[src/rtl/sfl_pkg.sv]
// Shared constants, types and register codes of the symmetric FIR line filter.
package sfl_pkg;

  localparam int DATA_W       = 8;
  localparam int COEF_W       = 16;
  localparam int BANK_TAPS    = 8;
  localparam int RADIUS_W     = 4;
  localparam int RADIUS_MIN   = 2;
  localparam int MAX_RADIUS_D = 8;
  localparam int BANK_W       = 64;
  localparam int PAIR_W       = DATA_W + 1;
  localparam int PROD_W       = COEF_W + PAIR_W;
  localparam int SUM_W        = PROD_W + 3;
  localparam int FRAC_BITS    = 15;
  localparam int ADDR_W       = 5;

  localparam logic [1:0] REG_PAD_MODE  = 2'd0;
  localparam logic [1:0] REG_RADIUS    = 2'd1;
  localparam logic [1:0] REG_COEF_LOW  = 2'd2;
  localparam logic [1:0] REG_COEF_HIGH = 2'd3;

  typedef struct packed {
    logic valid;
    logic last;
  } sfl_ctl_t;

endpackage

[src/rtl/sfl_seq.sv]
// Request sequencer and sample window: pushes samples and end-of-line padding.
module sfl_seq
  import sfl_pkg::*;
#(
  parameter int MAX_RADIUS = MAX_RADIUS_D
) (
  input  logic                                      clk,
  input  logic                                      rst,
  input  logic                                      in_valid,
  output logic                                      in_stall,
  input  logic [DATA_W-1:0]                         sample,
  input  logic                                      line_last,
  input  logic                                      pad_mode,
  input  logic [RADIUS_W-1:0]                       act_r,
  input  logic                                      mac_ready,
  output logic [2*MAX_RADIUS-2:0][DATA_W-1:0]       win,
  output sfl_ctl_t                                  ctl
);

  localparam int WIN_DEPTH = 2 * MAX_RADIUS - 1;
  localparam int RAD_LIM   = (MAX_RADIUS < BANK_TAPS) ? MAX_RADIUS : BANK_TAPS;
  localparam int CNT_W     = $clog2(2 * RAD_LIM);

  logic                                 flushing;
  logic [CNT_W-1:0]                     flush_cnt;
  logic [DATA_W-1:0]                    pad_val;
  logic                                 at_start;
  logic [WIN_DEPTH-1:0][DATA_W-1:0]     win_next;
  logic [WIN_DEPTH-1:0][DATA_W-1:0]     base;
  logic [DATA_W-1:0]                    padv_in;
  logic [DATA_W-1:0]                    push_val;
  logic                                 adv;
  logic                                 take;
  logic                                 flush_push;
  logic [CNT_W-1:0]                     flush_len;

  assign adv        = !ctl.valid || mac_ready;
  assign in_stall   = flushing || !adv;
  assign take       = in_valid && !in_stall;
  assign flush_push = flushing && adv;
  assign padv_in    = pad_mode ? '0 : sample;
  assign push_val   = take ? sample : pad_val;
  assign flush_len  = CNT_W'(({1'b0, act_r} << 1) - 5'd1);

  always_comb begin
    for (int i = 0; i < WIN_DEPTH; i++) begin
      base[i] = (take && at_start) ? padv_in : win[i];
    end
    for (int i = 0; i < WIN_DEPTH - 1; i++) begin
      win_next[i] = base[i+1];
    end
    win_next[WIN_DEPTH-1] = push_val;
  end

  always_ff @(posedge clk) begin
    if (take || flush_push) begin
      win <= win_next;
    end
  end

  always_ff @(posedge clk) begin
    if (take && line_last) begin
      pad_val <= padv_in;
    end
  end

  always_ff @(posedge clk) begin
    if (rst) begin
      flushing  <= 1'b0;
      flush_cnt <= '0;
      at_start  <= 1'b1;
      ctl.valid <= 1'b0;
      ctl.last  <= 1'b0;
    end else begin
      if (take || flush_push) begin
        ctl.valid <= 1'b1;
        ctl.last  <= flush_push && (flush_cnt == CNT_W'(1));
      end else if (mac_ready) begin
        ctl.valid <= 1'b0;
      end
      if (take) begin
        at_start <= line_last;
        if (line_last) begin
          flushing  <= 1'b1;
          flush_cnt <= flush_len;
        end
      end else if (flush_push) begin
        flush_cnt <= flush_cnt - CNT_W'(1);
        if (flush_cnt == CNT_W'(1)) begin
          flushing <= 1'b0;
        end
      end
    end
  end

endmodule

[src/rtl/sfl_mac.sv]
// Symmetric pre-add, coefficient multiply, sum, truncation and saturation.
module sfl_mac
  import sfl_pkg::*;
#(
  parameter int MAX_RADIUS = MAX_RADIUS_D
) (
  input  logic                                  clk,
  input  logic                                  rst,
  input  logic [2*MAX_RADIUS-2:0][DATA_W-1:0]   win,
  input  sfl_ctl_t                              ctl,
  input  logic [RADIUS_W-1:0]                   act_r,
  input  logic [2*BANK_W-1:0]                   coef_bank,
  output logic                                  ready,
  output logic                                  out_valid,
  input  logic                                  out_stall,
  output logic [DATA_W-1:0]                     pixel,
  output logic                                  out_last
);

  localparam int WIN_DEPTH = 2 * MAX_RADIUS - 1;
  localparam int RAD_LIM   = (MAX_RADIUS < BANK_TAPS) ? MAX_RADIUS : BANK_TAPS;
  localparam int SHIFT_W   = SUM_W - FRAC_BITS;

  logic [RAD_LIM-1:0][PAIR_W-1:0]  pair;
  logic [RAD_LIM-1:0][COEF_W-1:0]  tap;
  logic [RAD_LIM-1:0][PROD_W-1:0]  prod;
  logic                            prod_valid;
  logic                            prod_last;
  logic [SUM_W-1:0]                sum;
  logic [SHIFT_W-1:0]              shifted;
  logic [DATA_W-1:0]               pixel_next;
  logic                            ready3;

  assign ready3 = !out_valid || !out_stall;
  assign ready  = !prod_valid || ready3;

  always_comb begin
    for (int d = 0; d < RAD_LIM; d++) begin
      pair[d] = '0;
      tap[d]  = (RADIUS_W'(d) < act_r) ? coef_bank[COEF_W*d +: COEF_W] : '0;
    end
    for (int rr = RADIUS_MIN; rr <= RAD_LIM; rr++) begin
      if (act_r == RADIUS_W'(rr)) begin
        pair[0] = {1'b0, win[WIN_DEPTH-rr]};
        for (int d = 1; d < rr; d++) begin
          pair[d] = {1'b0, win[WIN_DEPTH-rr-d]} + {1'b0, win[WIN_DEPTH-rr+d]};
        end
      end
    end
  end

  always_comb begin
    sum = '0;
    for (int d = 0; d < RAD_LIM; d++) begin
      sum = sum + SUM_W'(prod[d]);
    end
    shifted    = sum[SUM_W-1:FRAC_BITS];
    pixel_next = (|shifted[SHIFT_W-1:DATA_W]) ? {DATA_W{1'b1}} : shifted[DATA_W-1:0];
  end

  always_ff @(posedge clk) begin
    if (ready) begin
      prod_last <= ctl.last;
      for (int d = 0; d < RAD_LIM; d++) begin
        prod[d] <= PROD_W'(tap[d]) * PROD_W'(pair[d]);
      end
    end
    if (ready3) begin
      pixel    <= pixel_next;
      out_last <= prod_last;
    end
  end

  always_ff @(posedge clk) begin
    if (rst) begin
      prod_valid <= 1'b0;
      out_valid  <= 1'b0;
    end else begin
      if (ready) begin
        prod_valid <= ctl.valid;
      end
      if (ready3) begin
        out_valid <= prod_valid;
      end
    end
  end

endmodule

[src/rtl/symmetric_fir_line_padded_core.sv]
// Top level of the symmetric FIR line filter with configuration registers.
// Usage:
// Samples of one image line enter on the request channel (in_valid, in_stall,
// sample, line_last); filtered pixels leave on the result channel (out_valid,
// out_stall, pixel, out_last). A request is taken when valid is high and
// stall is low.
// Each sample gives one pixel; the sample marked line_last is followed by a
// flush of 2r-1 padded pixels, the last of them marked by out_last. During
// the flush in_stall is high. Otherwise one sample is taken every cycle
// while the pipeline is not held by out_stall.
// An accepted sample passes the window register, the product register and
// the result register on its way to its pixel.
// When out_stall is high the result register holds, and the stages behind it
// fill before in_stall rises.
// Reset clears the pipeline, ends any flush, marks the next sample as a line
// start and returns the registers to pad_mode 0, radius 2 and zero taps.
// Registers are written over the APB port at byte addresses 0, 8, 16 and 24.
module symmetric_fir_line_padded_core
  import sfl_pkg::*;
#(
  parameter int MAX_RADIUS = MAX_RADIUS_D
) (
  input  logic                clk,
  input  logic                rst,
  input  logic                in_valid,
  output logic                in_stall,
  input  logic [DATA_W-1:0]   sample,
  input  logic                line_last,
  output logic                out_valid,
  input  logic                out_stall,
  output logic [DATA_W-1:0]   pixel,
  output logic                out_last,
  input  logic                psel,
  input  logic                penable,
  input  logic                pwrite,
  input  logic [ADDR_W-1:0]   paddr,
  input  logic [BANK_W-1:0]   pwdata,
  output logic [BANK_W-1:0]   prdata,
  output logic                pready
);

  localparam int RAD_LIM = (MAX_RADIUS < BANK_TAPS) ? MAX_RADIUS : BANK_TAPS;

  logic                                 pad_mode;
  logic [RADIUS_W-1:0]                  radius;
  logic [BANK_W-1:0]                    coef_bank_low;
  logic [BANK_W-1:0]                    coef_bank_high;
  logic [RADIUS_W-1:0]                  act_r;
  logic [1:0]                           reg_idx;
  logic                                 wr_en;
  logic                                 mac_ready;
  logic [2*MAX_RADIUS-2:0][DATA_W-1:0]  win;
  sfl_ctl_t                             ctl;

  assign pready  = 1'b1;
  assign reg_idx = paddr[4:3];
  assign wr_en   = psel && penable && pwrite && pready;

  always_comb begin
    if (radius < RADIUS_W'(RADIUS_MIN)) begin
      act_r = RADIUS_W'(RADIUS_MIN);
    end else if (radius > RADIUS_W'(RAD_LIM)) begin
      act_r = RADIUS_W'(RAD_LIM);
    end else begin
      act_r = radius;
    end
  end

  always_ff @(posedge clk) begin
    if (rst) begin
      pad_mode       <= 1'b0;
      radius         <= RADIUS_W'(RADIUS_MIN);
      coef_bank_low  <= '0;
      coef_bank_high <= '0;
    end else if (wr_en) begin
      case (reg_idx)
        REG_PAD_MODE:  pad_mode       <= pwdata[0];
        REG_RADIUS:    radius         <= pwdata[RADIUS_W-1:0];
        REG_COEF_LOW:  coef_bank_low  <= pwdata;
        REG_COEF_HIGH: coef_bank_high <= pwdata;
        default: ;
      endcase
    end
  end

  always_comb begin
    case (reg_idx)
      REG_PAD_MODE:  prdata = BANK_W'(pad_mode);
      REG_RADIUS:    prdata = BANK_W'(radius);
      REG_COEF_LOW:  prdata = coef_bank_low;
      REG_COEF_HIGH: prdata = coef_bank_high;
      default:       prdata = '0;
    endcase
  end

  sfl_seq #(
    .MAX_RADIUS(MAX_RADIUS)
  ) u_seq (
    .clk       (clk),
    .rst       (rst),
    .in_valid  (in_valid),
    .in_stall  (in_stall),
    .sample    (sample),
    .line_last (line_last),
    .pad_mode  (pad_mode),
    .act_r     (act_r),
    .mac_ready (mac_ready),
    .win       (win),
    .ctl       (ctl)
  );

  sfl_mac #(
    .MAX_RADIUS(MAX_RADIUS)
  ) u_mac (
    .clk       (clk),
    .rst       (rst),
    .win       (win),
    .ctl       (ctl),
    .act_r     (act_r),
    .coef_bank ({coef_bank_high, coef_bank_low}),
    .ready     (mac_ready),
    .out_valid (out_valid),
    .out_stall (out_stall),
    .pixel     (pixel),
    .out_last  (out_last)
  );

endmodule

[config.mk]
export PLATFORM = sky130hd
export DESIGN_NAME = symmetric_fir_line_padded_core
export DESIGN_NICKNAME = d
export VERILOG_FILES = /design/src/rtl/sfl_pkg.sv /design/src/rtl/sfl_seq.sv /design/src/rtl/sfl_mac.sv /design/src/rtl/symmetric_fir_line_padded_core.sv
export SDC_FILE = /design/constraint.sdc
export NUM_CORES = 2
export LEC_CHECK = 0
export BUFFER_PORTS_ARGS = -buffer_cell sky130_fd_sc_hd__buf_4
export CORE_ASPECT_RATIO = 1.1
export CORE_MARGIN = 2
export CORE_UTILIZATION = 60
export DETAILED_ROUTE_END_ITERATION = 16
export PLACE_DENSITY_LB_ADDON = 0.15
export SLEW_MARGIN = 10
export SYNTH_ARGS = -nofsm -noshare
export SYNTH_HDL_FRONTEND = slang
export SYNTH_SLANG_ARGS = --single-unit
[constraint.sdc]
create_clock -name clk -period 7.8 [get_ports clk]
set_input_delay 1.17 -clock clk [delete_from_list [all_inputs] [get_ports clk]]
set_output_delay 1.17 -clock clk [all_outputs]
set_load 0.05 [all_outputs]
==> flow_summary.yaml <==
grt:
  antenna_found_initial: 6
  grt_util_all_layers: 0.363
  grt_pass1_wl_mm: 317
  grt_max_degree: 171
  gr-total-overflow: 0
  grt_pass1_vias: 55749
placed_design:
  portBuffers: 156
  post-dp-hpwl_mm: 167
  dpl.cell_count: 9187
  dp_slack_ps: -52.3
  gp_congestion: 1.00
pwr:
  ir_drop_mv: 0.217
  total_leakage_power_nw: 36.0
  switching_share: 0.355
  seq_power_share: 0.352
  p_int_mw: 5.72
  power_switching_mw: 3.14
  clkPwrFrac: 0.326
  p_per_area_nw_per_um2: 120
  p_comb_frac: 0.322
timing:
  slew_viol_final: 0
  worst_slew_pin_slew_ps: 1130
  rsz0062_at_grt: "true"
  final_min_period_over_clock_period: 0.964
  hold_viol_final: 0
  max_slew_margin: 0.245
  fin_crit_ps: 7520
  fin_ws_ps: 284
  finalClockSkew_ps: 37.3
  fmax_mhz: 133
  setup_violations: 0
detailed_routing:
  dr.pass1.iters: 6
  ant_nets: 0
  wl_per_cell_um: 22.0
  num_vias: 54300
  drt-initial-drc-count: 4528
  via_per_inst: 5.84
  drc: 0
  routed_wl_mm: 205
logic_synthesis:
  ys.flop_type: "edfxtp_1"
  yosys_register_bits: 481
  yosysUniqueCellTypes: 91
  avgSynthCellArea_um2: 8.97
  async_flop_share: 0
  netlist_instances: 7538
  syn_area_um2: 67600
  ys.warnings.count: 0
  yosysSeqAreaShare: 0.192
  syn-num-nets: 9211
  synth_edf_count: 338
floorplanning:
  core_um2: 112000
  ioPinCount: 161
  start_util: 0.603
  num_rows: 129
  die_w_um: 324
  die_y_um: 356
  die_area_um2: 115000
cts:
  cts.root.buffer_cell: "clkbuf_16"
  clkLatencyLatePin_ps: 700
  cts_max_path_buffers: 3
  h-tree-depth: 2
  cts_hold_buf: 0
  path_clk_slew_ps: 60
  cts_inserted_buffers: 57
  cts.sinks: 481
  cts_tree: "yes"
cells_and_area:
  area_growth_pct: 9.54
  drive_gt1_frac: 0.0876
  final_net_count: 9422
  fin_cells: 9304
setup_path:
  r2r_start: "u_seq.win[90]$_DFFE_PP_"
  cp_max_fo: 6
  cp_slowest_cell: "edfxtp_1"
  startpoint: "u_seq.win[90]$_DFFE_PP_"
  worstPathRequired_ps: 8210
  critPathMaxStageDelay_ps: 590
  cp-end-kind: "flop"
  worst_setup_path_start_kind: "flop"
  critPathKind: "reg -> reg"
  arrival_ps: 7930
outcome:
  status: "completed"
hold_path:
  hold_class: "reg -> reg"
  hp-start: "u_mac.prod_last$_DFFE_PP_"
flow_run:
  drv_cap: 0
==> cell type report <==
cell class	instances	area [um^2]
clock buffer	76	1630
antenna	1	2.50
multi-input combinational	5463	48900
fill	9387	38100
tap	1506	1880
timing repair buffer	451	3480
sequential	481	13000
clock inverter	31	362
inverter	1295	4870
==> metrics by stage <==
step                hold slack (ps)  area (um^2)  TNS, ps  total power [mW]  utilization
CTS                             426        73800        0              8.81        0.658
detailed placement              408        71800    -52.3              5.92        0.640
global route                    444        74100    -65.2              9.25        0.661
global placement                412        71800        0              5.85        0.640
floorplan                       400        67600        0              4.97            -
finish                          423        74100        0              8.86        0.661
==> layer usage <==
metal	global-route usage	up-vias	wire length (um)
met5	0	-	27
met4	0.211	4	14500
met3	0.0531	468	15200
met2	0.589	2079	94500
met1	0.465	26998	80900
li1	-	24751	-
==> Yosys cell counts (19+ instances only) <==
cell / n / area [um^2]
inv_1: 1295 / 4860
fa_1: 929 / 18600
nand2_1: 852 / 3200
ha_1: 659 / 8250
nor2_1: 571 / 2140
a21oi_1: 436 / 2180
edfxtp_1: 338 / 10100
xnor2_1: 232 / 2030
nand3_1: 231 / 1160
a21o_1: 222 / 1670
clkbuf_1: 222 / 833
nor2b_1: 191 / 1190
dfxtp_1: 143 / 2860
o21ai_0: 125 / 626
and2_1: 104 / 651
nor3_1: 88 / 440
xor2_1: 86 / 753
nand2b_1: 79 / 494
mux2i_1: 68 / 681
o21bai_1: 64 / 480
or2_2: 51 / 319
o21a_1: 50 / 375
and3_1: 43 / 269
a211oi_1: 39 / 293
buf_2: 37 / 185
buf_1: 36 / 135
o22ai_1: 25 / 156
or3_1: 25 / 156
a22oi_1: 23 / 173
a31oi_1: 19 / 119
o21ai_1: 19 / 95.1
==> kinds of logic (layout without fill, tap and decap cells) <==
kind of cell               count (synthesis)  in the layout  share of synthesized area
xor gates and xnor gates                 318            318                     0.0412
adders and majority gates               1588           1588                      0.397
buffers and inverters                   1594           1853                     0.0894
DFF                                      481            481                      0.192
muxes                                     72             72                     0.0109
and+or+nand+nor                         2287           2287                      0.154
AOI/OAI and AO/OA                       1197           1197                      0.115
other                                      1              2                  0.0000554
==> flip-flops by register name, summed over array words and instances, names as in the netlist, 2 cells and up <==
signal,cells
u_mac.prod,200
coef_bank_low,64
u_seq.flush_cnt,4
u_mac.pixel,8
u_seq.win,120
radius,4
coef_bank_high,64
u_seq.pad_val,8
u_seq.ctl,2
==> power groups by stage <==
stage / Sequential, mW / Clock [mW] / Combinational, mW
floorplan: 3.14 / 0 / 1.83
global placement: 3.17 / 0 / 2.69
detailed placement: 3.17 / 0 / 2.75
CTS: 3.12 / 2.92 / 2.77
global route: 3.13 / 3.02 / 3.11
finish: 3.12 / 2.89 / 2.85
==> path summary, 6_finish.rpt <==
path                                    to  slack (ps)  cells past startpoint
setup / recovery  u_mac.prod[49]$_DFFE_PP_         280                     28
hold / removal    u_mac.out_last$_DFFE_PP_         420                      0
setup reg to reg  u_mac.prod[49]$_DFFE_PP_         280                     28
hold reg to reg   u_mac.out_last$_DFFE_PP_         420                      0
==> placed cells by master (no fill, tap or decap), types with 14 or more instances in the layout <==
master     Yosys  final
a211oi_1      39     33
a21o_1       222    222
a21oi_1      436    428
a22oi_1       23     23
a31oi_1       19     19
and2_1       104    102
and3_1        43     41
buf_4          4    443
clkbuf_16      0     61
dfxtp_1      143    141
edfxtp_1     338    338
fa_1         929    929
ha_1         659    658
inv_1       1295   1294
mux2i_1       68     68
nand2_1      852    847
nand2b_1      79     79
nand3_1      231    229
nor2_1       571    566
nor2b_1      191    189
nor3_1        88     88
o211ai_1      14     14
o21a_1        50     50
o21ai_0      125    118
o21ai_1       19     25
o21bai_1      64     64
o22ai_1       25     25
or2_2         51     52
or3_1         25     24
xnor2_1      232    232
xor2_1        86     86
==> what timing repair did <==
| action | in CTS | in global routing |
|---|---|---|
| pin swaps | 0 | 6 |
| gates resized for setup | 2 | 58 |
| setup endpoints to repair | 3 | 43 |
| setup buffers | 0 | 9 |
==> critical path, delay by kind of cell (launching register included) <==
| kind | cells | cell delay, ps |
|---|---|---|
| XOR/XNOR | 2 | 280 |
| flip-flops | 1 | 590 |
| adder cells (fa/ha/maj) | 6 | 2620 |
| buffers and inverters | 7 | 890 |
| AO/OA/AOI/OAI | 10 | 2450 |
| AND/OR/NAND/NOR | 3 | 410 |
(Power assumes the default switching activity.)
